===== src/sv/text_to_unsigned64_parser_assert.svh =====
// Assertion macros for the text-to-unsigned parser RTL.
`ifndef TEXT_TO_UNSIGNED64_PARSER_ASSERT_SVH
`define TEXT_TO_UNSIGNED64_PARSER_ASSERT_SVH

`ifndef SYNTHESIS
// Check a property at every clock edge outside reset.
`define TU64_ASSERT(label, clk, rst, prop, msg) \
  label: assert property (@(posedge clk) disable iff (rst) (prop)) else $error(msg);
// Check that a condition holds in the cycle after an antecedent.
`define TU64_ASSERT_NEXT(label, clk, rst, ante, cons, msg) \
  label: assert property (@(posedge clk) disable iff (rst) (ante) |=> (cons)) else $error(msg);
`else
`define TU64_ASSERT(label, clk, rst, prop, msg)
`define TU64_ASSERT_NEXT(label, clk, rst, ante, cons, msg)
`endif

`endif


===== src/sv/tu64_pkg.sv =====
// Shared types, constants and helpers of the text-to-unsigned parser.
`default_nettype none
package tu64_pkg;

  localparam int unsigned CHAR_W          = 8;
  localparam int unsigned VALUE_W         = 64;
  localparam int unsigned BASE_W          = 6;
  localparam int unsigned OFFSET_W        = 12;
  localparam int unsigned MAX_TEXT_LENGTH = 4095;
  localparam int unsigned POS_W           = $clog2(MAX_TEXT_LENGTH + 1);
  localparam int unsigned PROD_W          = VALUE_W + BASE_W;

  localparam int unsigned APB_DATA_W = 32;
  localparam int unsigned APB_ADDR_W = 3;

  localparam logic [VALUE_W-1:0] ALL_ONES = '1;

  // Character codes
  localparam logic [CHAR_W-1:0] CH_SPACE   = 8'h20;
  localparam logic [CHAR_W-1:0] CH_MINUS   = 8'h2D;
  localparam logic [CHAR_W-1:0] CH_ZERO    = 8'h30;
  localparam logic [CHAR_W-1:0] CH_NINE    = 8'h39;
  localparam logic [CHAR_W-1:0] CH_UPPER_A = 8'h41;
  localparam logic [CHAR_W-1:0] CH_UPPER_X = 8'h58;
  localparam logic [CHAR_W-1:0] CH_UPPER_Z = 8'h5A;
  localparam logic [CHAR_W-1:0] CH_LOWER_A = 8'h61;
  localparam logic [CHAR_W-1:0] CH_LOWER_X = 8'h78;
  localparam logic [CHAR_W-1:0] CH_LOWER_Z = 8'h7A;

  // Radix codes
  localparam logic [BASE_W-1:0] BASE_AUTO    = 6'd0;
  localparam logic [BASE_W-1:0] BASE_OCTAL   = 6'd8;
  localparam logic [BASE_W-1:0] BASE_DECIMAL = 6'd10;
  localparam logic [BASE_W-1:0] BASE_HEX     = 6'd16;

  // Register index of number_base
  localparam logic [APB_ADDR_W-3:0] REG_NUMBER_BASE = 1'b0;

  typedef enum logic [3:0] {
    PH_SKIP         = 4'b0001,
    PH_AFTER_SIGN   = 4'b0010,
    PH_ZERO_PENDING = 4'b0100,
    PH_DIGITS       = 4'b1000
  } phase_t;

  typedef enum logic [1:0] {
    DS_NONE = 2'd0,
    DS_SEEN = 2'd1,
    DS_OVER = 2'd2
  } digit_status_t;

  typedef struct packed {
    phase_t              phase;
    logic [VALUE_W-1:0]  acc;
    logic [BASE_W-1:0]   base;
    logic                minus;
    digit_status_t       dstat;
    logic [POS_W-1:0]    pos;
  } parse_state_t;

  localparam parse_state_t PARSE_CLEAR = '{
    phase: PH_SKIP,
    acc:   '0,
    base:  '0,
    minus: 1'b0,
    dstat: DS_NONE,
    pos:   '0
  };

  typedef struct packed {
    logic [VALUE_W-1:0]  value;
    logic                overflow;
    logic                digits_seen;
    logic [OFFSET_W-1:0] end_offset;
  } result_t;

  typedef struct packed {
    logic    emit;
    result_t res;
  } step_out_t;

  typedef struct packed {
    logic              ok;
    logic [BASE_W-1:0] val;
  } digit_t;

  // Map a byte to its digit value; letters count from ten in either case.
  function automatic digit_t decode_digit(input logic [CHAR_W-1:0] b);
    digit_t d;
    d.ok  = 1'b0;
    d.val = '0;
    if (b >= CH_ZERO && b <= CH_NINE) begin
      d.ok  = 1'b1;
      d.val = BASE_W'(b - CH_ZERO);
    end else if (b >= CH_UPPER_A && b <= CH_UPPER_Z) begin
      d.ok  = 1'b1;
      d.val = BASE_W'(b - CH_UPPER_A + CHAR_W'(10));
    end else if (b >= CH_LOWER_A && b <= CH_LOWER_Z) begin
      d.ok  = 1'b1;
      d.val = BASE_W'(b - CH_LOWER_A + CHAR_W'(10));
    end
    return d;
  endfunction

endpackage
`default_nettype wire


===== src/sv/tu64_byte_if.sv =====
// Valid/ready channel carrying one text byte per word.
`default_nettype none
interface tu64_byte_if import tu64_pkg::*; ();
  logic              valid;
  logic              ready;
  logic [CHAR_W-1:0] char_code;

  modport source (output valid, output char_code, input ready);
  modport sink   (input valid, input char_code, output ready);
endinterface
`default_nettype wire


===== src/sv/tu64_result_if.sv =====
// Valid/ready channel carrying one parsed number per word.
`default_nettype none
interface tu64_result_if import tu64_pkg::*; ();
  logic                valid;
  logic                ready;
  logic [VALUE_W-1:0]  value;
  logic                overflow;
  logic                digits_seen;
  logic [OFFSET_W-1:0] end_offset;

  modport source (output valid, output value, output overflow, output digits_seen,
                  output end_offset, input ready);
  modport sink   (input valid, input value, input overflow, input digits_seen,
                  input end_offset, output ready);
endinterface
`default_nettype wire


===== src/sv/tu64_apb_regs.sv =====
// APB register file holding the number_base configuration register.
`default_nettype none
module tu64_apb_regs import tu64_pkg::*; (
  input  logic                  clk,
  input  logic                  rst,
  input  logic                  psel,
  input  logic                  penable,
  input  logic                  pwrite,
  input  logic [APB_ADDR_W-1:0] paddr,
  input  logic [APB_DATA_W-1:0] pwdata,
  output logic [APB_DATA_W-1:0] prdata,
  output logic                  pready,
  output logic [BASE_W-1:0]     number_base
);

  logic sel_base;

  assign pready   = 1'b1;
  assign sel_base = (paddr[APB_ADDR_W-1:2] == REG_NUMBER_BASE);

  always_ff @(posedge clk) begin
    if (rst) begin
      number_base <= BASE_DECIMAL;
    end else if (psel && penable && pwrite && pready && sel_base) begin
      number_base <= pwdata[BASE_W-1:0];
    end
  end

  assign prdata = sel_base ? {{(APB_DATA_W - BASE_W){1'b0}}, number_base} : '0;

endmodule
`default_nettype wire


===== src/sv/tu64_parse_step.sv =====
// Next-state and result logic for one text byte of the parser.
`default_nettype none
module tu64_parse_step import tu64_pkg::*; (
  input  parse_state_t      st,
  input  logic [CHAR_W-1:0] char_code,
  input  logic [BASE_W-1:0] cfg_base,
  output parse_state_t      nxt,
  output step_out_t         out
);

  digit_t                dg;
  logic                  do_cand;
  logic [BASE_W-1:0]     cbase;
  digit_status_t         cds;
  logic                  is_digit;
  logic [PROD_W-1:0]     prod;
  logic [POS_W:0]        off;
  logic [POS_W+OFFSET_W:0] off_ext;

  assign dg       = decode_digit(char_code);
  assign is_digit = dg.ok && (dg.val < cbase);
  // One narrow multiply-add; any bit above the word means overflow
  assign prod = PROD_W'(st.acc) * PROD_W'(cbase) + PROD_W'(dg.val);

  always_comb begin
    nxt      = st;
    out      = '0;
    do_cand  = 1'b0;
    cbase    = st.base;
    cds      = st.dstat;
    off      = '0;
    off_ext  = '0;

    unique case (st.phase)
      PH_SKIP: begin
        if (char_code != CH_SPACE) begin
          nxt.base = cfg_base;
          if (char_code == CH_MINUS) begin
            nxt.minus = 1'b1;
            nxt.phase = PH_AFTER_SIGN;
          end else if ((cfg_base == BASE_AUTO || cfg_base == BASE_HEX) &&
                       char_code == CH_ZERO) begin
            nxt.phase = PH_ZERO_PENDING;
          end else begin
            do_cand = 1'b1;
            cbase   = (cfg_base == BASE_AUTO) ? BASE_DECIMAL : cfg_base;
          end
        end
      end
      PH_AFTER_SIGN: begin
        if ((st.base == BASE_AUTO || st.base == BASE_HEX) && char_code == CH_ZERO) begin
          nxt.phase = PH_ZERO_PENDING;
        end else begin
          do_cand = 1'b1;
          cbase   = (st.base == BASE_AUTO) ? BASE_DECIMAL : st.base;
        end
      end
      PH_ZERO_PENDING: begin
        if (char_code == CH_LOWER_X || char_code == CH_UPPER_X) begin
          nxt.base  = BASE_HEX;
          nxt.phase = PH_DIGITS;
        end else begin
          // The held zero is a digit; accumulator stays zero
          do_cand   = 1'b1;
          cbase     = (st.base == BASE_AUTO) ? BASE_OCTAL : st.base;
          cds       = DS_SEEN;
          nxt.dstat = DS_SEEN;
        end
      end
      PH_DIGITS: begin
        do_cand = 1'b1;
        cbase   = (st.base == BASE_AUTO) ? BASE_DECIMAL : st.base;
      end
      default: begin
        nxt = PARSE_CLEAR;
      end
    endcase

    if (do_cand) begin
      nxt.base = cbase;
      if (is_digit) begin
        nxt.phase = PH_DIGITS;
        if (cds == DS_OVER || prod[PROD_W-1:VALUE_W] != '0) begin
          nxt.dstat = DS_OVER;
        end else begin
          nxt.dstat = DS_SEEN;
          nxt.acc   = prod[VALUE_W-1:0];
        end
      end else begin
        out.emit = 1'b1;
        if (cds == DS_OVER) begin
          out.res.value = ALL_ONES;
        end else if (st.minus) begin
          out.res.value = VALUE_W'(0) - st.acc;
        end else begin
          out.res.value = st.acc;
        end
        out.res.overflow    = (cds == DS_OVER);
        out.res.digits_seen = (cds != DS_NONE);
        off = {1'b0, st.pos} + (POS_W + 1)'(cds == DS_NONE);
        if (off > (POS_W + 1)'(MAX_TEXT_LENGTH)) begin
          off = (POS_W + 1)'(MAX_TEXT_LENGTH);
        end
        off_ext            = {{OFFSET_W{1'b0}}, off};
        out.res.end_offset = off_ext[OFFSET_W-1:0];
        nxt                = PARSE_CLEAR;
      end
    end

    if (!out.emit && st.pos < POS_W'(MAX_TEXT_LENGTH)) begin
      nxt.pos = st.pos + POS_W'(1);
    end
  end

endmodule
`default_nettype wire


===== src/sv/text_to_unsigned64_parser.sv =====
// Top level of the streaming text-to-unsigned 64-bit parser.
//
//   channel  kind         word contents
//   -------  -----------  ------------------------------------------------
//   text     valid/ready  char_code: one text byte
//   number   valid/ready  value, overflow, digits_seen, end_offset
//   apb      APB          number_base register, index 0 at byte address 0
//
// One byte is taken every cycle unless a waiting result stalls: the loop through
// the parse state is a single 64x6 multiply-add and compare, combinational from
// the input register. A result is registered as its terminating byte leaves the
// input register, unless an older result still waits and holds the parse stage.
// Reset (synchronous, active high) clears the parse state and sets the radix to 10.
// A waiting result stalls the parse stage; one further byte may be taken
// into the input register meanwhile, then text.ready drops.
`default_nettype none
`include "text_to_unsigned64_parser_assert.svh"
module text_to_unsigned64_parser import tu64_pkg::*; (
  input  logic                  clk,
  input  logic                  rst,
  input  logic                  psel,
  input  logic                  penable,
  input  logic                  pwrite,
  input  logic [APB_ADDR_W-1:0] paddr,
  input  logic [APB_DATA_W-1:0] pwdata,
  output logic [APB_DATA_W-1:0] prdata,
  output logic                  pready,
  tu64_byte_if.sink             text,
  tu64_result_if.source         number
);

  logic [BASE_W-1:0] number_base;

  // Input register
  logic              in_vld;
  logic [CHAR_W-1:0] in_char;

  // Parse state and step logic
  parse_state_t st;
  parse_state_t st_next;
  step_out_t    step;

  // Result register
  logic    out_vld;
  result_t out_res;

  logic fire;

  tu64_apb_regs u_regs (
    .clk         (clk),
    .rst         (rst),
    .psel        (psel),
    .penable     (penable),
    .pwrite      (pwrite),
    .paddr       (paddr),
    .pwdata      (pwdata),
    .prdata      (prdata),
    .pready      (pready),
    .number_base (number_base)
  );

  tu64_parse_step u_step (
    .st        (st),
    .char_code (in_char),
    .cfg_base  (number_base),
    .nxt       (st_next),
    .out       (step)
  );

  // Advance the held byte unless a result still waits to be taken
  assign fire       = in_vld && (!out_vld || number.ready);
  assign text.ready = !in_vld || fire;

  always_ff @(posedge clk) begin
    if (rst) begin
      in_vld <= 1'b0;
    end else if (text.valid && text.ready) begin
      in_vld <= 1'b1;
    end else if (fire) begin
      in_vld <= 1'b0;
    end
  end

  always_ff @(posedge clk) begin
    if (text.valid && text.ready) begin
      in_char <= text.char_code;
    end
  end

  // Parse state: hold while stalled, step on every advanced byte
  always_ff @(posedge clk) begin
    if (rst) begin
      st <= PARSE_CLEAR;
    end else if (fire) begin
      st <= st_next;
    end
  end

  // Result register: load on a terminating byte, drop once taken
  always_ff @(posedge clk) begin
    if (rst) begin
      out_vld <= 1'b0;
    end else if (fire && step.emit) begin
      out_vld <= 1'b1;
    end else if (number.ready) begin
      out_vld <= 1'b0;
    end
  end

  always_ff @(posedge clk) begin
    if (fire && step.emit) begin
      out_res <= step.res;
    end
  end

  assign number.valid       = out_vld;
  assign number.value       = out_res.value;
  assign number.overflow    = out_res.overflow;
  assign number.digits_seen = out_res.digits_seen;
  assign number.end_offset  = out_res.end_offset;

  `TU64_ASSERT_NEXT(a_stall_holds_state, clk, rst, out_vld && !number.ready, $stable(st), "parse state moved while the result was stalled")
  `TU64_ASSERT_NEXT(a_emit_returns_idle, clk, rst, fire && step.emit, st.phase == PH_SKIP && st.pos == '0, "parser not idle after a result")
  `TU64_ASSERT(a_no_digit_result, clk, rst, !(out_vld && !out_res.digits_seen) || (out_res.value == '0 && !out_res.overflow), "result without digits has a value or overflow")
  `TU64_ASSERT(a_overflow_all_ones, clk, rst, !(out_vld && out_res.overflow) || out_res.value == ALL_ONES, "overflow result is not all ones")

endmodule
`default_nettype wire


===== src/flat_wrapper.sv =====
// flat-port wrapper written by rule: the top's interface ports become plain ports
module text_to_unsigned64_parser_flat import tu64_pkg::*;
  (clk, rst, psel, penable, pwrite, paddr, pwdata, prdata, pready, text_valid, text_char_code, text_ready, number_valid, number_value, number_overflow, number_digits_seen, number_end_offset, number_ready);
  tu64_byte_if text_i ();
  tu64_result_if number_i ();
  input  logic clk;
  input  logic rst;
  input  logic psel;
  input  logic penable;
  input  logic pwrite;
  input  logic [APB_ADDR_W-1:0] paddr;
  input  logic [APB_DATA_W-1:0] pwdata;
  output logic [APB_DATA_W-1:0] prdata;
  output logic pready;
  input wire logic [$bits(text_i.valid)-1:0] text_valid;
  input wire logic [$bits(text_i.char_code)-1:0] text_char_code;
  output wire logic [$bits(text_i.ready)-1:0] text_ready;
  output wire logic [$bits(number_i.valid)-1:0] number_valid;
  output wire logic [$bits(number_i.value)-1:0] number_value;
  output wire logic [$bits(number_i.overflow)-1:0] number_overflow;
  output wire logic [$bits(number_i.digits_seen)-1:0] number_digits_seen;
  output wire logic [$bits(number_i.end_offset)-1:0] number_end_offset;
  input wire logic [$bits(number_i.ready)-1:0] number_ready;
  assign text_i.valid = text_valid;
  assign text_i.char_code = text_char_code;
  assign text_ready = text_i.ready;
  assign number_valid = number_i.valid;
  assign number_value = number_i.value;
  assign number_overflow = number_i.overflow;
  assign number_digits_seen = number_i.digits_seen;
  assign number_end_offset = number_i.end_offset;
  assign number_i.ready = number_ready;
  text_to_unsigned64_parser u_core (.clk(clk), .rst(rst), .psel(psel), .penable(penable), .pwrite(pwrite), .paddr(paddr), .pwdata(pwdata), .prdata(prdata), .pready(pready), .text(text_i), .number(number_i));
endmodule

===== config.mk =====
export PLATFORM = sky130hd
export DESIGN_NAME = text_to_unsigned64_parser_flat
export DESIGN_NICKNAME = d
export VERILOG_FILES = /design/src/sv/tu64_pkg.sv /design/src/sv/tu64_byte_if.sv /design/src/sv/tu64_result_if.sv /design/src/sv/tu64_apb_regs.sv /design/src/sv/tu64_parse_step.sv /design/src/sv/text_to_unsigned64_parser.sv /design/src/flat_wrapper.sv
export VERILOG_INCLUDE_DIRS = /design/src /design/src/sv
export SDC_FILE = /design/constraint.sdc
export NUM_CORES = 1
export LEC_CHECK = 0
export BUFFER_PORTS_ARGS = -buffer_cell sky130_fd_sc_hd__buf_2
export CORE_ASPECT_RATIO = 1.2
export CORE_MARGIN = 4
export CORE_UTILIZATION = 50
export DETAILED_ROUTE_END_ITERATION = 8
export GPL_TIMING_DRIVEN = 0
export PLACE_DENSITY = 0.68
export SETUP_SLACK_MARGIN = 0.15
export SYNTH_ARGS = -nofsm -noshare
export SYNTH_HDL_FRONTEND = slang
export SYNTH_SLANG_ARGS = --single-unit

===== constraint.sdc =====
create_clock -name clk -period 9.55 [get_ports clk]
set_input_delay 2.865 -clock clk [delete_from_list [all_inputs] [get_ports clk]]
set_output_delay 2.865 -clock clk [all_outputs]
set_load 0.02 [all_outputs]

==> qor.yml, run 1 <==
status: "finished clean"
grt_pass1_vias: 19801
hold_path.class: "reg -> reg"
antenna_found_initial: 0
crit_buf_inv: 9
drtPass1Iterations: 6
async_reset_ff_share_pct: 0
cp.required_ps: 9910
hold_depth: 2
die_h_um: 241
drt-total-wl_um: 72100
path_class: "reg -> reg"
power.total_mw: 1.97
instances_no_fill: 3252
grt-ovfl-total: 0
syn_inst: 2472
grt_start_max_net_pins: 50
synth_area_mm2: 0.0227
wl_per_cell_um: 22.2
clock_sinks: 183
startpoint_type: "flop"
synthDistinctLibCells: 81
grt.met1_usage_pct: 37.1
pin_count: 163
reg2reg_from: "u_core.st[86]"
post-route-min-period_ps: 9140
place.gp.congestion: 0.988
clkTransAtPathRegs_ps: 80
worstSetupEndpointType: "flop"
place_area_mm2: 0.0241
hp-start: "u_core.st[4]"
fillers: 4162
hpwl_um: 56300
p_leak_nw: 11.4
ctsLongestPathBuffers: 2
numCtsBuffers: 17
slew_viol_final: 0
slowest_stage: "or4b_1"
slew_headroom_pct: 36.0
setup_ws_ps: 414
antenna_left: 0
gr-max-usage-layer: "met2"
worst_pin_slew_ps: 947
use_met3_pct: 5.32
grt.total_usage_pct: 29.2
clkLatencyLatePin_ps: 470
reg2reg_slack_ps: 410
synth_top_cell_area_share_pct: 22.3
synthToLayoutAreaGrowth_pct: 9.84
seq_area_frac_synth_pct: 20.0
p_per_area_mw_per_mm2: 79.0
r2r_cells: 29
start_util_pct: 50.5
cp_max_fo: 10
rsz0062_at_grt: "false"
holdWs_ps: 518
synth_edf_count: 86
ctsHtreeMaxLevel: 4
drive_gt1_share_pct: 10.2
vdd_drop_max_v: 0.000100
path_delay_family: "simple AND/OR/NAND/NOR gates"
fmaxAchievable_ghz: 0.109
synth_area_per_cell_um2: 9.17
drt-initial-drc-count: 1462
antenna_cells: 0
final-setup-viol-count: 0
fp-row-count: 85
nNetsFinal: 3096
clockRootBuffer: "clkbuf_16"
clock_skew_ps: 17.1
met2_usage_pct: 49.1
hold_end: "u_core.st[4]"
synthTopCellsByArea: "fa_1 (22%), edfxtp_1 (11%), ha_1 (9.1%), dfxtp_1 (8.6%), and2_1 (6.8%)"
max_cap_viol_count: 0
min_period_over_period_pct: 95.7
stdcell_area_mm2: 0.0249
dp.cells: 3214
cts-hold-fix-buffers: 0
synth_ff_type: "dfxtp_1"
via_per_inst: 6.01
die_width_um: 202
cts_tree: "yes"
critPathArrivalTime_ps: 9500
slowest_delay_ps: 640
synth-seq-cells: 183
yosys_warnings: 0
num_vias: 19559
drc_errors: 0
core-area_mm2: 0.0449
yosysTopAreaCell: "fa_1"
numPortBuffers: 106
final_common_cell: "fa_1"
die-area_mm2: 0.0488
hold_viol: 0
grt_pass1_wl_um: 112000
regToRegEndpoint: "u_core.st[53]"
post-place-ws_ps: -1460
final_cell_mix: "fa_1 (252), and2_1 (247), a21oi_1 (205)"
==> cell usage after synthesis (all sizes together) (10+ instances only) <==
cell,instances
a211oi,22
a21o,21
a21oi,213
a31oi,13
a32o,66
and2,247
and3,15
buf,59
clkbuf,163
dfxtp,97
edfxtp,86
fa,252
ha,164
inv,91
mux2i,14
nand2,138
nand3,46
nand4,35
nor2,109
nor2b,131
nor3,36
nor4,18
o211ai,16
o21a,14
o21ai,103
o21bai,14
o31ai,22
or2,10
or3,14
xnor2,46
xor2,86
==> worst max-delay path by stage <==
stage | from | endpoint | cells after the start
floorplan | u_core.st[86] | u_core.st[68] | 29
global placement | u_core.in_char[2] | u_core.st[28] | 27
detailed placement | u_core.st[86] | u_core.st[28] | 28
CTS | u_core.st[86] | u_core.st[46] | 29
global route | u_core.st[86] | u_core.st[51] | 29
finish | u_core.st[86] | u_core.st[53] | 29
==> cell families after synthesis <==
logic type	count (synthesis)	share of synthesized area (%)
buffers and inverters	314	5.82
adder cells (fa/ha/maj)	416	31.3
other	2	0.0331
flip-flops	183	20.0
AO/OA/AOI/OAI	560	16.2
AND/OR/NAND/NOR	847	20.7
multiplexers	18	0.817
XOR/XNOR	132	5.10
==> area by class of cell <==
| cell class | instances | area (µm²) | share of cell area (%) |
|---|---|---|---|
| inverter | 92 | 348 | 1.40 |
| timing repair buffer | 114 | 611 | 2.45 |
| clock buffer | 18 | 450 | 1.81 |
| multi-input combinational | 2000 | 17000 | 68.4 |
| sequential | 183 | 4520 | 18.2 |
| tap | 609 | 762 | 3.06 |
| buffer | 222 | 1030 | 4.14 |
| clock inverter | 14 | 150 | 0.603 |
==> what timing repair did <==
action                                 in CTS  in global routing
resized for setup                          32                 32
buffers inserted                            2                  4
gates cloned                                0                  0
pin swaps                                   1                  4
setup endpoints to repair                  66                 64
endpoints found under the hold margin       0                  0
==> per-layer routing <==
layer / up-vias / part of all wire [%]
met2: 879 / 48
met5: - / 0
li1: 8891 / -
met3: 164 / 7.4
met1: 9625 / 40
met4: 0 / 4.5
==> per-stage QoR <==
stage / TNS (ps) / utilization, %
floorplan: 0 / -
global placement: -87490 / 53.6
detailed placement: -89390 / 53.7
CTS: 0 / 55.2
global route: 0 / 55.5
finish: 0 / 55.5
==> report_power, final <==
group | total (mW) | internal [mW] | switching, mW
combinational | 0.359 | 0.0845 | 0.274
sequential | 0.864 | 0.850 | 0.0138
clock | 0.742 | 0.366 | 0.376
==> tightest hold or removal path: cells and delay by family (launching register included) <==
kind             cells  cell delay (ps)
AO/OA/AOI/OAI        1               60
flip-flops           1              350
AND/OR/NAND/NOR      1               70
==> registers in the layout, indices dropped and copies added (netlist names) <==
register / flops
u_core.st: 89
u_core.number.value: 64
u_core.number.end_offset: 12
u_core.in_char: 8
u_core.u_regs.number_base: 6
u_core.in_vld: 1
u_core.number.digits_seen: 1
u_core.number.overflow: 1
u_core.number.valid: 1
Power figures use the tool's default switching activity.
==> run 2: changes to the inputs <==
==> constraint.sdc (replaced) <==
create_clock -name clk -period 9.2 [get_ports clk]
set_input_delay 2.76 -clock clk [delete_from_list [all_inputs] [get_ports clk]]
set_output_delay 2.76 -clock clk [all_outputs]
set_load 0.02 [all_outputs]
==> qor.yml, run 2 (synthesis gave the netlist of run 1 again) <==
cp_max_fo: 10
reg2reg_from: "u_core.st[86]"
p_per_area_mw_per_mm2: 81.6
hpwl_um: 56300
num_vias: 19548
antenna_found_initial: 0
grt-ovfl-total: 0
slowest_stage: "or4b_1"
slew_viol_final: 0
clockRootBuffer: "clkbuf_16"
pin_count: 163
antenna_left: 0
grt_pass1_wl_um: 112000
place.gp.congestion: 0.988
clock_skew_ps: 19.9
grt_pass1_vias: 19797
final_common_cell: "fa_1"
dp.cells: 3214
hp-start: "u_core.st[4]"
p_leak_nw: 11.5
via_per_inst: 6.00
instances_no_fill: 3256
core-area_mm2: 0.0449
clock_sinks: 183
setup_ws_ps: 390
numPortBuffers: 106
post-route-min-period_ps: 8810
min_period_over_period_pct: 95.8
die-area_mm2: 0.0488
startpoint_type: "flop"
grt.total_usage_pct: 29.3
die_width_um: 202
regToRegEndpoint: "u_core.st[28]"
numCtsBuffers: 17
power.total_mw: 2.04
fmaxAchievable_ghz: 0.114
nNetsFinal: 3099
ctsHtreeMaxLevel: 4
fillers: 4158
hold_viol: 0
start_util_pct: 50.5
r2r_cells: 31
hold_depth: 2
clkTransAtPathRegs_ps: 80
fp-row-count: 85
path_class: "reg -> reg"
wl_per_cell_um: 22.2
regMostFlops: "u_core.st"
final_cell_mix: "fa_1 (252), and2_1 (247), a21oi_1 (204)"
reg2reg_slack_ps: 390
slowest_delay_ps: 650
status: "finished clean"
drive_gt1_share_pct: 10.8
drc_errors: 0
path_common_cell: "fa_1"
drtPass1Iterations: 7
drt-total-wl_um: 72100
grt_start_max_net_pins: 50
worst_pin_slew_ps: 1010
rsz0062_at_grt: "false"
max_cap_viol_count: 0
final-setup-viol-count: 0
worstSetupEndpointType: "flop"
ctsLongestPathBuffers: 2
cp.required_ps: 9560
critPathArrivalTime_ps: 9170
synthToLayoutAreaGrowth_pct: 10.3
cts_tree: "yes"
post-place-ws_ps: -1810
clkLatencyLatePin_ps: 470
utilization_pct: 55.7
hold_path.class: "reg -> reg"
drt-initial-drc-count: 1550
largest_reg_flops: 89
slew_headroom_pct: 32.6
vdd_drop_max_v: 0.000103
hold_end: "u_core.st[4]"
die_h_um: 241
[run 2: cell type report]
| type | count | area [µm²] | area share (%) |
|---|---|---|---|
| multi-input cells | 2000 | 17100 | 68.3 |
| inverters | 92 | 348 | 1.39 |
| clock buffers | 18 | 450 | 1.80 |
| plain buffers | 222 | 1060 | 4.25 |
| well taps | 609 | 762 | 3.05 |
| diodes | 1 | 2.50 | 0.0100 |
| flip-flops and latches | 183 | 4520 | 18.1 |
| clock inverters | 14 | 150 | 0.601 |
| repair buffers | 117 | 633 | 2.53 |
[run 2: how the worst max path moves through the flow]
stage	slack [ps]	endpoint	start	cells after the start
2_1_floorplan	1280	u_core.st[68]	u_core.st[86]	29
3_3_place_gp	-1770	u_core.st[28]	u_core.in_char[2]	27
3_5_place_dp	-1810	u_core.st[28]	u_core.st[86]	28
4_1_cts	150	u_core.st[35]	u_core.st[86]	28
5_1_grt	140	u_core.st[56]	u_core.st[86]	30
6_report	390	u_core.st[28]	u_core.st[86]	31
[run 2: metal layers]
metal / track usage (%) / wire length [µm] / vias up
li1: - / - / 8893
met3: 5.24 / 5360 / 177
met2: 49.2 / 34200 / 869
met1: 37.3 / 29000 / 9609
met4: 13.0 / 3580 / 0
met5: 0 / 0 / -
[run 2: through the flow]
stage	hold WS (ps)	cell area (µm²)	setup TNS, ps
after floorplan	469	22800	0
after global routing	561	25000	0
after detailed placement	507	24100	-112490
after CTS	519	24900	0
final	521	25000	0
after global placement	494	24000	-110590
[run 2: where the power goes]
part	switching (mW)	internal, mW	total, mW	leakage (nW)
Sequential	0.0144	0.882	0.897	1.56
Clock	0.386	0.380	0.767	0.295
Combinational	0.286	0.0896	0.375	9.62
[run 2: timing repair]
action,in CTS,in global routing
setup endpoints to repair,66,64
hold buffers,0,0
buffers inserted,6,3
resized for setup,46,40
pin swaps,3,2
endpoints found under the hold margin,0,0
[run 2: worst max-delay path, delay by kind of cell, from the launching register on]
kind	cells	cell delay [ps]
and+or+nand+nor	5	1270
muxes	1	370
AOI/OAI and AO/OA	8	2130
DFF	1	300
xor gates and xnor gates	1	190
buffers and inverters	11	2040
adders and majority gates	5	2410
